==> config.mk <==
export PLATFORM = sky130hd
export DESIGN_NAME = rgb_led_fade_blink_engine_unit
export DESIGN_NICKNAME = d
export VERILOG_FILES = /design/src/sv/rlfb_pkg.sv /design/src/sv/rlfb_ctrl.sv /design/src/sv/rlfb_datapath.sv /design/src/sv/rgb_led_fade_blink_engine_unit.sv
export SDC_FILE = /design/constraint.sdc
export NUM_CORES = 1
export LEC_CHECK = 0
export BUFFER_PORTS_ARGS = -buffer_cell sky130_fd_sc_hd__buf_2
export CAP_MARGIN = 5
export CORE_MARGIN = 2
export CORE_UTILIZATION = 30
export CTS_BUF_LIST = sky130_fd_sc_hd__clkbuf_8 sky130_fd_sc_hd__clkbuf_16
export DETAILED_ROUTE_END_ITERATION = 10
export GPL_TIMING_DRIVEN = 0
export SETUP_SLACK_MARGIN = 0.05
export SYNTH_ARGS = -nofsm -noshare
export SYNTH_HDL_FRONTEND = slang
export SYNTH_SLANG_ARGS = --single-unit
==> constraint.sdc <==
create_clock -name clk -period 14.4 [get_ports clk]
set_input_delay 2.16 -clock clk [delete_from_list [all_inputs] [get_ports clk]]
set_output_delay 2.16 -clock clk [all_outputs]
set_load 0.02 [all_outputs]
==> src/sv/rlfb_pkg.sv <==
// Shared types, codes and helper functions for the LED fade and blink engine.
`default_nettype none

package rlfb_pkg;

  localparam int MAX_CHANNELS = 4;
  localparam int DEF_CHANNELS = 3;

  localparam logic [7:0] FULL_ON  = 8'hFE;
  localparam logic [7:0] FULL_OFF = 8'h00;

  // command codes
  localparam logic [1:0] CMD_STEP = 2'd0;
  localparam logic [1:0] CMD_TICK = 2'd1;
  localparam logic [1:0] CMD_SET  = 2'd2;

  // fade direction codes
  localparam logic [1:0] DIR_NONE = 2'b00;
  localparam logic [1:0] DIR_UP   = 2'b01;
  localparam logic [1:0] DIR_DOWN = 2'b10;

  typedef struct packed {
    logic [1:0] command;
    logic [7:0] target_red;
    logic [7:0] target_green;
    logic [7:0] target_blue;
    logic [7:0] fade_time;
  } in_item_t;

  typedef struct packed {
    logic [7:0] red_level;
    logic [7:0] green_level;
    logic [7:0] blue_level;
    logic       fading;
  } out_item_t;

  typedef struct packed {
    logic load;
    logic exec;
    logic prep;
    logic mul;
    logic out_load;
  } ctl_cmd_t;

  typedef struct packed {
    logic start_req;
  } ctl_sts_t;

  // floor(256 / m) for m in 0..255, 0 for m == 0; compare chain against constants
  function automatic logic [8:0] recip256(input logic [7:0] m);
    logic [8:0] q;
    if      (m > 8'd128) q = 9'd1;
    else if (m > 8'd85)  q = 9'd2;
    else if (m > 8'd64)  q = 9'd3;
    else if (m > 8'd51)  q = 9'd4;
    else if (m > 8'd42)  q = 9'd5;
    else if (m > 8'd36)  q = 9'd6;
    else if (m > 8'd32)  q = 9'd7;
    else if (m > 8'd28)  q = 9'd8;
    else if (m > 8'd25)  q = 9'd9;
    else if (m > 8'd23)  q = 9'd10;
    else if (m > 8'd21)  q = 9'd11;
    else if (m > 8'd19)  q = 9'd12;
    else if (m > 8'd18)  q = 9'd13;
    else if (m > 8'd17)  q = 9'd14;
    else if (m > 8'd16)  q = 9'd15;
    else begin
      case (m)
        8'd16:   q = 9'd16;
        8'd15:   q = 9'd17;
        8'd14:   q = 9'd18;
        8'd13:   q = 9'd19;
        8'd12:   q = 9'd21;
        8'd11:   q = 9'd23;
        8'd10:   q = 9'd25;
        8'd9:    q = 9'd28;
        8'd8:    q = 9'd32;
        8'd7:    q = 9'd36;
        8'd6:    q = 9'd42;
        8'd5:    q = 9'd51;
        8'd4:    q = 9'd64;
        8'd3:    q = 9'd85;
        8'd2:    q = 9'd128;
        8'd1:    q = 9'd256;
        default: q = 9'd0;
      endcase
    end
    return q;
  endfunction

  // target taken by a channel from a set-target item
  function automatic logic [7:0] item_target(input in_item_t item, input int idx);
    logic [7:0] t;
    case (idx)
      0:       t = item.target_red;
      1:       t = item.target_green;
      2:       t = item.target_blue;
      default: t = FULL_OFF;
    endcase
    return t;
  endfunction

endpackage

`default_nettype wire

==> src/sv/rlfb_ctrl.sv <==
// Controller state machine: sequences accept, execute, fade setup and result load.
`default_nettype none

module rlfb_ctrl (
  input  wire                 clk,
  input  wire                 rst_n,
  input  wire                 in_valid,
  output logic                in_ready,
  output logic                out_valid,
  input  wire                 out_ready,
  input  rlfb_pkg::ctl_sts_t  sts,
  output rlfb_pkg::ctl_cmd_t  cmd
);
  import rlfb_pkg::*;

  typedef enum logic [4:0] {
    ST_IDLE = 5'b00001,
    ST_EXEC = 5'b00010,
    ST_PREP = 5'b00100,
    ST_MUL  = 5'b01000,
    ST_DONE = 5'b10000
  } state_t;

  state_t state_r, state_nxt;
  logic   out_valid_r, out_valid_nxt;

  always_comb begin
    state_nxt = state_r;
    cmd       = '0;
    in_ready  = 1'b0;
    case (state_r)
      ST_IDLE: begin
        in_ready = 1'b1;
        if (in_valid) begin
          cmd.load  = 1'b1;
          state_nxt = ST_EXEC;
        end
      end
      ST_EXEC: begin
        cmd.exec  = 1'b1;
        state_nxt = sts.start_req ? ST_PREP : ST_DONE;
      end
      ST_PREP: begin
        cmd.prep  = 1'b1;
        state_nxt = ST_MUL;
      end
      ST_MUL: begin
        cmd.mul   = 1'b1;
        state_nxt = ST_DONE;
      end
      ST_DONE: begin
        // wait for the previous result to be transferred
        if (!out_valid_r || out_ready) begin
          cmd.out_load = 1'b1;
          state_nxt    = ST_IDLE;
        end
      end
      default: state_nxt = ST_IDLE;
    endcase
  end

  always_comb begin
    out_valid_nxt = out_valid_r;
    if (cmd.out_load)   out_valid_nxt = 1'b1;
    else if (out_ready) out_valid_nxt = 1'b0;
  end

  always_ff @(posedge clk) begin
    if (!rst_n) begin
      state_r     <= ST_IDLE;
      out_valid_r <= 1'b0;
    end else begin
      state_r     <= state_nxt;
      out_valid_r <= out_valid_nxt;
    end
  end

  assign out_valid = out_valid_r;

endmodule

`default_nettype wire

==> src/sv/rlfb_datapath.sv <==
// Datapath: channel levels, targets, directions, step delays, blink state and result register.
`default_nettype none

module rlfb_datapath #(
  parameter int CHANNELS = rlfb_pkg::DEF_CHANNELS
) (
  input  wire                 clk,
  input  wire                 rst_n,
  input  rlfb_pkg::in_item_t  in_data,
  input  wire                 cfg_we,
  input  wire [7:0]           cfg_wdata,
  input  rlfb_pkg::ctl_cmd_t  cmd,
  output rlfb_pkg::ctl_sts_t  sts,
  output rlfb_pkg::out_item_t out_data
);
  import rlfb_pkg::*;

  in_item_t   item_r;
  logic [7:0] period_r;

  logic [7:0]  level_r [CHANNELS];
  logic [7:0]  level_nxt [CHANNELS];
  logic [7:0]  target_r [CHANNELS];
  logic [7:0]  target_nxt [CHANNELS];
  logic [1:0]  dir_r [CHANNELS];
  logic [1:0]  dir_nxt [CHANNELS];
  logic [15:0] delay_r [CHANNELS];
  logic [15:0] delay_nxt [CHANNELS];
  logic [15:0] cnt_r [CHANNELS];
  logic [15:0] cnt_nxt [CHANNELS];
  logic [8:0]  quo_r [CHANNELS];
  logic [8:0]  quo_nxt [CHANNELS];

  logic [7:0] ftime_r, ftime_nxt;
  logic [7:0] tick_r, tick_nxt;
  logic       phase_r, phase_nxt;

  logic       phase_hit;
  logic [7:0] lvl_pad [MAX_CHANNELS];
  logic       any_moving;
  out_item_t  out_r, out_nxt;

  assign phase_hit     = (period_r != 8'd0) && (tick_r == period_r);
  assign sts.start_req = (item_r.command == CMD_SET) ||
                         ((item_r.command == CMD_TICK) && phase_hit);

  always_comb begin
    level_nxt  = level_r;
    target_nxt = target_r;
    dir_nxt    = dir_r;
    delay_nxt  = delay_r;
    cnt_nxt    = cnt_r;
    quo_nxt    = quo_r;
    ftime_nxt  = ftime_r;
    tick_nxt   = tick_r;
    phase_nxt  = phase_r;

    if (cmd.exec) begin
      case (item_r.command)
        CMD_STEP: begin
          for (int c = 0; c < CHANNELS; c++) begin
            if (dir_r[c] != DIR_NONE && level_r[c] != target_r[c]) begin
              cnt_nxt[c] = cnt_r[c] + 16'd1;
              if (cnt_r[c] >= delay_r[c]) begin
                cnt_nxt[c]   = '0;
                level_nxt[c] = (dir_r[c] == DIR_UP) ? level_r[c] + 8'd1
                                                    : level_r[c] - 8'd1;
                if (level_nxt[c] == target_r[c]) dir_nxt[c] = DIR_NONE;
              end
            end
          end
        end
        CMD_TICK: begin
          if (phase_hit) begin
            phase_nxt = ~phase_r;
            // phase 1 goes back to white, phase 0 goes to red
            for (int c = 0; c < CHANNELS; c++)
              target_nxt[c] = (phase_r || c == 0) ? FULL_ON : FULL_OFF;
            tick_nxt = 8'd1;
          end else if (period_r != 8'd0) begin
            tick_nxt = tick_r + 8'd1;
          end
        end
        CMD_SET: begin
          for (int c = 0; c < CHANNELS; c++)
            target_nxt[c] = item_target(item_r, c);
          ftime_nxt = item_r.fade_time;
        end
        default: ;
      endcase
    end

    if (cmd.prep) begin
      for (int c = 0; c < CHANNELS; c++) begin
        dir_nxt[c] = DIR_NONE;
        if (ftime_r == 8'd0) begin
          level_nxt[c] = target_r[c];
        end else if (target_r[c] > level_r[c]) begin
          dir_nxt[c] = DIR_UP;
          quo_nxt[c] = recip256(target_r[c] - level_r[c]);
        end else if (target_r[c] < level_r[c]) begin
          dir_nxt[c] = DIR_DOWN;
          quo_nxt[c] = recip256(level_r[c] - target_r[c]);
        end else begin
          quo_nxt[c] = 9'd0;
        end
      end
    end

    // a jump leaves the step delays as they were
    if (cmd.mul && ftime_r != 8'd0) begin
      for (int c = 0; c < CHANNELS; c++)
        delay_nxt[c] = {7'd0, quo_r[c]} * {8'd0, ftime_r};
    end
  end

  always_comb begin
    for (int c = 0; c < MAX_CHANNELS; c++) lvl_pad[c] = 8'd0;
    for (int c = 0; c < CHANNELS; c++)     lvl_pad[c] = level_r[c];
    any_moving = 1'b0;
    for (int c = 0; c < CHANNELS; c++)
      if (dir_r[c] != DIR_NONE) any_moving = 1'b1;
    out_nxt.red_level   = lvl_pad[0];
    out_nxt.green_level = lvl_pad[1];
    out_nxt.blue_level  = lvl_pad[2];
    out_nxt.fading      = any_moving;
  end

  always_ff @(posedge clk) begin
    if (!rst_n) begin
      period_r <= 8'd0;
      ftime_r  <= 8'd0;
      tick_r   <= 8'd0;
      phase_r  <= 1'b0;
      for (int c = 0; c < CHANNELS; c++) begin
        level_r[c]  <= 8'd0;
        target_r[c] <= 8'd0;
        dir_r[c]    <= DIR_NONE;
        delay_r[c]  <= 16'd0;
        cnt_r[c]    <= 16'd0;
      end
    end else begin
      if (cfg_we) period_r <= cfg_wdata;
      ftime_r  <= ftime_nxt;
      tick_r   <= tick_nxt;
      phase_r  <= phase_nxt;
      level_r  <= level_nxt;
      target_r <= target_nxt;
      dir_r    <= dir_nxt;
      delay_r  <= delay_nxt;
      cnt_r    <= cnt_nxt;
    end
  end

  always_ff @(posedge clk) begin
    if (cmd.load)     item_r <= in_data;
    if (cmd.out_load) out_r  <= out_nxt;
    quo_r <= quo_nxt;
  end

  assign out_data = out_r;

endmodule

`default_nettype wire

==> src/sv/rgb_led_fade_blink_engine_unit.sv <==
// Top level of the RGB LED fade and blink engine.
//
// Input channel in_valid/in_ready/in_data carries one command: fade step,
// slow tick or set target. Every accepted item yields one result on
// out_valid/out_ready/out_data: the channel levels and a fading flag.
// cfg_we/cfg_wdata write the blink period (slow ticks per blink phase,
// zero turns blinking off); write it only while the engine is idle.
// A fade step, a slow tick without phase change or an unused command is
// executed and its result loaded; a set target or a blink phase change
// adds the step-delay setup in between (reciprocal lookup, then the delay
// multiply). One item is in work at a time, so the next transfer is taken
// only once the previous result is loaded into the output register.
// The result sits in an output register; while the receiver stalls, a new
// item is still taken and worked, and waits for that register to free up.
// Synchronous reset clears all levels, targets, fades, blink state, the
// blink period and the output valid.
`default_nettype none

module rgb_led_fade_blink_engine_unit #(
  parameter int CHANNELS = rlfb_pkg::DEF_CHANNELS
) (
  input  wire                 clk,
  input  wire                 rst_n,
  input  wire                 in_valid,
  output logic                in_ready,
  input  rlfb_pkg::in_item_t  in_data,
  output logic                out_valid,
  input  wire                 out_ready,
  output rlfb_pkg::out_item_t out_data,
  input  wire                 cfg_we,
  input  wire [7:0]           cfg_wdata
);
  import rlfb_pkg::*;

  ctl_cmd_t cmd;
  ctl_sts_t sts;

  rlfb_ctrl u_ctrl (
    .clk       (clk),
    .rst_n     (rst_n),
    .in_valid  (in_valid),
    .in_ready  (in_ready),
    .out_valid (out_valid),
    .out_ready (out_ready),
    .sts       (sts),
    .cmd       (cmd)
  );

  rlfb_datapath #(
    .CHANNELS (CHANNELS)
  ) u_dp (
    .clk       (clk),
    .rst_n     (rst_n),
    .in_data   (in_data),
    .cfg_we    (cfg_we),
    .cfg_wdata (cfg_wdata),
    .cmd       (cmd),
    .sts       (sts),
    .out_data  (out_data)
  );

endmodule

`default_nettype wire

# --- Yosys cells after proc, flatten, opt, wreduce, memory -nomap -nowiden ---
# Memory sizes are Yosys's and may differ from the RTL's.
# Cells that the tools add are included.
totals:
  regBits: 267
  input_bits: 47
  memories: 6
  output_inout_bits: 27
  rom_bits: 1728
op_classes:
  bitwise_logic: 2
  reduce_logical: 49
  mul: 3
  n_addsub: 16
  n_lt_le_gt_ge: 99
  muxes: 161
  eq_ne: 20
mem_list:
  columns: ["memory", "words", "width", "rd", "rd_clocked_by_memory_dff", "wr", "line", "rtl"]
  rows:
  - ["(no name shown)", 32, 9, 1, 0, 0, "rlfb_pkg.sv:68", "case (m)"]
  - ["(no name shown)", 32, 9, 1, 0, 0, "rlfb_pkg.sv:68", null]
  - ["(no name shown)", 32, 9, 1, 0, 0, "rlfb_pkg.sv:68", null]
  - ["(no name shown)", 32, 9, 1, 0, 0, "rlfb_pkg.sv:68", null]
  - ["(no name shown)", 32, 9, 1, 0, 0, "rlfb_pkg.sv:68", null]
  - ["(no name shown)", 32, 9, 1, 0, 0, "rlfb_pkg.sv:68", null]
ops:
  columns: ["cell", "n"]
  rows:
  - ["$mux 9", 102]
  - ["$gt 8x5->1 const B", 48]
  - ["$gt 8x6->1 const B", 24]
  - ["$mux 8", 15]
  - ["$gt 8x7->1 const B", 12]
  - ["$mux 24", 4]
  - ["$add 16x1->16 const B", 3]
  - ["$ge 16x16->1", 3]
  - ["$gt 8x8->1 const B", 6]
  - ["$mul 9x8->16", 3]
  - ["$mux 16", 3]
  - ["$pmux 24 s2", 1]
  - ["$sub 8x8->8", 6]
  - ["$mux 2", 18]
  - ["$reduce_bool 2->1", 17]
  - ["$add 8x1->8 const B", 4]
  - ["$eq 8x8->1", 4]
  - ["$pmux 5 s5", 1]
  - ["$gt 8x8->1", 3]
  - ["$lt 8x8->1", 3]
  - ["$ne 8x8->1", 3]
  - ["$sub 8x1->8 const B", 3]
  - ["$logic_not 3->1", 6]
  - ["$mux 6", 3]
  - ["22 further kinds", 55]

# --- Logic depth before layout (Yosys ltp) ---
depth:
  ltp_word: 20
  mapped_depth: 20

# --- Modules after synthesis ---
# Synthesis repeated with hierarchy kept, for this count alone.
unflattened:
  hier_cells: 2995
  area_unflattened_um2: 25230.4
by_module_without_submodules:
  columns: ["module", "instances", "cells_each", "area_per_inst_um2"]
  rows:
  - ["rlfb_datapath", 1, 2958, 24895.1]
  - ["rlfb_ctrl", 1, 37, 335.3]

# --- Worst setup path after synthesis ---
# No wires, ideal clock.
synth_timing:
  path_type: "register to register"
  from: "register u_dp.ftime_r[7]"
  to: "register u_dp.delay_r[31] (netlist bit)"
  synth_period_minus_slack_ps: 4722
  setup_time_ps: 133
  path_stages_with_launch: 17
  required_time_ps: 14267
  setup_slack_ps: 9678
  arrival_time_ps: 4589
  path_buffers: 2
  cell_sequence: "dfxtp_1 -> clkbuf_1 -> clkbuf_1 -> nand2_1 -> fa_1 -> inv_1 -> fa_1 -> fa_1 -> fa_1 -> ha_1 -> or2_2 -> a21oi_1 -> a211oi_1 -> o31a_1 -> o21a_1 -> o2111ai_1 -> o311ai_1"
synth_between:
  elab_chain_len: 2
  word_cells_on_any_way: 3
  cone_classes: "mul: 1; reduce/logical: 2"
synth_rtl:
  columns: ["item", "line", "rtl"]
  rows:
  - ["start: declaration", "rlfb_datapath.sv:34", "logic [7:0] ftime_r, ftime_nxt;"]
  - ["start signal: assignment", "rlfb_datapath.sv:144", "ftime_r <= ftime_nxt;"]
  - ["branches (longest 2 deep; another with $mul 9x8->16)", null, null]
  - ["end signal: assignment", "rlfb_datapath.sv:150", "delay_r <= delay_nxt;"]
  - ["end: declaration", "rlfb_datapath.sv:27", "logic [15:0] delay_r [CHANNELS];"]
# Parallel ways; which one is timed is not known.
# A chain may end at the register's enable or synchronous reset.

# --- Worst setup path in the final report ---
layout_timing:
  from: "register u_dp.ftime_r[7]"
  to: "register u_dp.delay_r[14] (netlist bit)"
# Same word-level chain as after synthesis.

==> results by group <==
Status
  – Status: completed

Logic synthesis
  – Mapped Cells: 2972
  – FF+latch count, synth: 267
  – Synth Area in Adders: 23.3%
  – Synth area leader: dfxtp_1
  – Simple-Gate Fraction of Synth Area: 20.8%
  – Top-area cell type share of the netlist area: 14.5%
  – Register area share after synthesis: 24.8%
  – Synthesized area per cell: 8.43 µm²
  – EDFF count, synth: 86
  – Largest family of logic cells by synthesized area: adder cells
  – Ys flop type: dfxtp_1
  – Post-Syn Area: 25100 µm²
  – Xor/xnor share of the synthesized area: 6.93%
  – Synth warnings: 0
  – Most area-consuming cells after synthesis: dfxtp_1, ha_1, fa_1
  – Post-synth ARST share: 0%
  – Compound-Gate Fraction of Synth Area: 16.5%
  – Syn_nets: 3405
  – Multiplexer share of the synthesized area: 1.50%
  – Synth cell types: 104

Placement
  – Place WS: 8.84 ns
  – Dpl hpwl: 57400 µm
  – Port bufs: 72
  – Gpl congestion: 0.900

Finish
  – Antenna cells: 0
  – Fin nets: 3515
  – Area growth syn-to-layout: 11.9%
  – FF/Latch Area: 6210 µm²
  – Commonest non-fill, non-tap cell in the layout: nand2_1
  – Most frequent cells in the layout: nand2_1, inv_1, ha_1, nor2_1, a21oi_1
  – Layout Utilization: 34.0%
  – Layout cell share with drive strength beyond 1: 6.66%
  – Multi-input combinational cell area: 17300 µm²
  – Fillers: 8552

Timing
  – Ratio of final minimum period to clock period: 39.2%
  – Fin. Hold Viols: 0
  – Slew Viols, Final: 0
  – RSZ-0062 raised after global routing: no
  – Slew of the pin with the lowest slew margin: 1.29 ns
  – Max Fclk: 0.177 GHz
  – Relative slew slack: 14.2%
  – Number of setup violations in the final report: 0
  – Setup tns final: 0 ns
  – Final min period: 5.65 ns
  – Setup WS post-layout: 8.75 ns
  – Post-Route Skew: 0.0604 ns

Clock tree
  – Clock Sinks: 267
  – CTS tree: yes
  – Longest Clk Path Bufs: 3
  – Setup bufs post-CTS: 0
  – H-tree Lvls: 2
  – CTS resizes: 0
  – Clk Tree Root Cell: clkbuf_16
  – CTS clock-pin slew for the worst setup and hold paths: 0.06 ns
  – Worst-Skew Late Latency: 0.59 ns
  – CTS Buf Count: 34
  – # hold bufs at CTS: 0

Setup path
  – CP Class: flip-flop to flip-flop
  – Worst Path Required: 14.85 ns
  – Startpoint of the worst register-to-register path: u_dp.ftime_r[7]
  – Crit end category: flip-flop
  – Crit path launch type: flip-flop
  – CP max FO: 10
  – Critical path startpoint: u_dp.ftime_r[7]
  – Arr. time, crit path: 6.10 ns

Routing
  – Drt initial violations: 1391
  – Per-cell routed wire length: 17.5 µm
  – Vias: 21600
  – Antenna-violating nets left: 0
  – Top Layer Used: met4
  – Met3 WL post-DR: 4200 µm
  – M1 wire length: 33800 µm
  – Final wirelength: 73200 µm
  – Met2 wire length: 33000 µm
  – Vias/cell: 5.17
  – DRC viols: 0
  – TritonRoute pass-1 iters: 7

GRT
  – Largest net degree at the start of global routing: 30
  – First-pass GRT wire length: 117000 µm
  – Vias in the first global route: 21000
  – Total grt overflow: 0
  – Gr usage total: 17.1%
  – Antenna violations before repair: 0

Floorplan
  – Chip width: 293 µm
  – # IOs: 74
  – Std cell rows: 105
  – Die area: 85900 µm²
  – Core box area: 82400 µm²
  – Starting Density: 30.4%
  – DIE HEIGHT: 293 µm

Power and ir drop
  – Leakage: 11.8 nW
  – Switching part of the total: 25.7%
  – VDD IR max: 77.7 µV
  – Net load switching power: 0.490 mW
  – Int Pwr: 1.41 mW
  – PD cells: 67.9 nW/µm²
  – Clock power frac: 49.2%
  – Combinational power share: 9.1%
  – Sequential power share: 41.7%

Worst hold path
  – Hold Path Origin: u_dp.delay_r[40]
  – Class of the worst hold path: flip-flop to flip-flop

Flow run
  – Max Cap Viol: 0
## Yosys cell counts (all sizes together), types with 74 or more instances
cell type	n
dfxtp	181
o21ai	111
inv	287
nor3	74
clkbuf	84
a21oi	192
xnor2	101
nor2	251
nand3	83
ha	254
edfxtp	86
fa	132
and2	131
nand2	331
xor2	86
## stage by stage
| step | instances | power, mW | hold WS, ns | instance area (µm²) |
|---|---|---|---|---|
| 5_1_grt | 4177 | 1.97 | 0.471 | 28000 |
| 3_5_place_dp | 4116 | 0.981 | 0.445 | 26800 |
| 6_report | 4177 | 1.90 | 0.452 | 28000 |
| 4_1_cts | 4177 | 1.92 | 0.455 | 28000 |
| 2_1_floorplan | 2972 | 0.924 | 0.429 | 25100 |
| 3_3_place_gp | 4114 | 0.980 | 0.442 | 26800 |
## worst paths after layout
check / to / slack, ns / cells after the start
hold / removal: u_dp.delay_r[40] / 0.45 / 2
hold reg to reg: u_dp.delay_r[40] / 0.45 / 2
setup / recovery: u_dp.delay_r[14] / 8.75 / 15
setup reg to reg: u_dp.delay_r[14] / 8.75 / 15
## layer usage
layer,vias up,global-route usage [%]
met4,0,5.19
met1,10400,23.2
li1,10500,-
met2,581,27.8
met3,105,2.69
met5,-,0
## worst max-delay path, stage by stage (launching register included)
cell and delay, ns:
dfxtp_1 0.33, clkbuf_1 0.48, clkbuf_1 0.49, nand2_1 0.15
fa_1 0.54, fa_1 0.55, inv_1 0.06, fa_1 0.52
fa_1 0.50, ha_1 0.27, a2111oi_0 0.65, o31ai_1 0.22
o41ai_1 0.33, xnor2_1 0.16, nand2_1 0.07, a21oi_1 0.17
## power by group through the flow
| stage | registers (mW) | logic (mW) | clock network, mW |
|---|---|---|---|
| after floorplan | 0.806 | 0.118 | 0 |
| after global placement | 0.811 | 0.169 | 0 |
| after detailed placement | 0.810 | 0.171 | 0 |
| after CTS | 0.794 | 0.171 | 0.959 |
| after global routing | 0.794 | 0.190 | 0.987 |
| final | 0.794 | 0.173 | 0.935 |
## state kept, by name, indices dropped and copies added, names as in the netlist, 6 cells and up
| signal | flops |
|---|---|
| u_dp.quo_r | 27 |
| u_dp.delay_r | 48 |
| u_dp.cnt_r | 48 |
| u_dp.ftime_r | 8 |
| u_dp.level_r | 24 |
| u_dp.out_data | 25 |
| u_dp.dir_r | 6 |
| u_dp.item_r | 34 |
| u_dp.tick_r | 8 |
| u_dp.period_r | 8 |
| u_dp.target_r | 24 |
## final cells by class
cell class	count	share of cell area, %
Multi-Input combinational cell	2302	61.8
Sequential cell	267	22.1
Tap cell	1070	4.78
Inverter	288	3.86
Clock buffer	35	3.08
Buffer	115	1.70
Timing Repair Buffer	74	1.45
Clock inverter	26	1.24
## logic make-up (layout without fill, tap and decap cells)
kind of cell	after synthesis	count (layout)
AO/OA/AOI/OAI	620	620
adder cells (fa/ha/maj)	387	387
multiplexers	36	36
AND/OR/NAND/NOR	1070	1070
XOR/XNOR	189	189
flip-flops	267	267
buffers and inverters	403	538
Power figures use the tool's default switching activity.
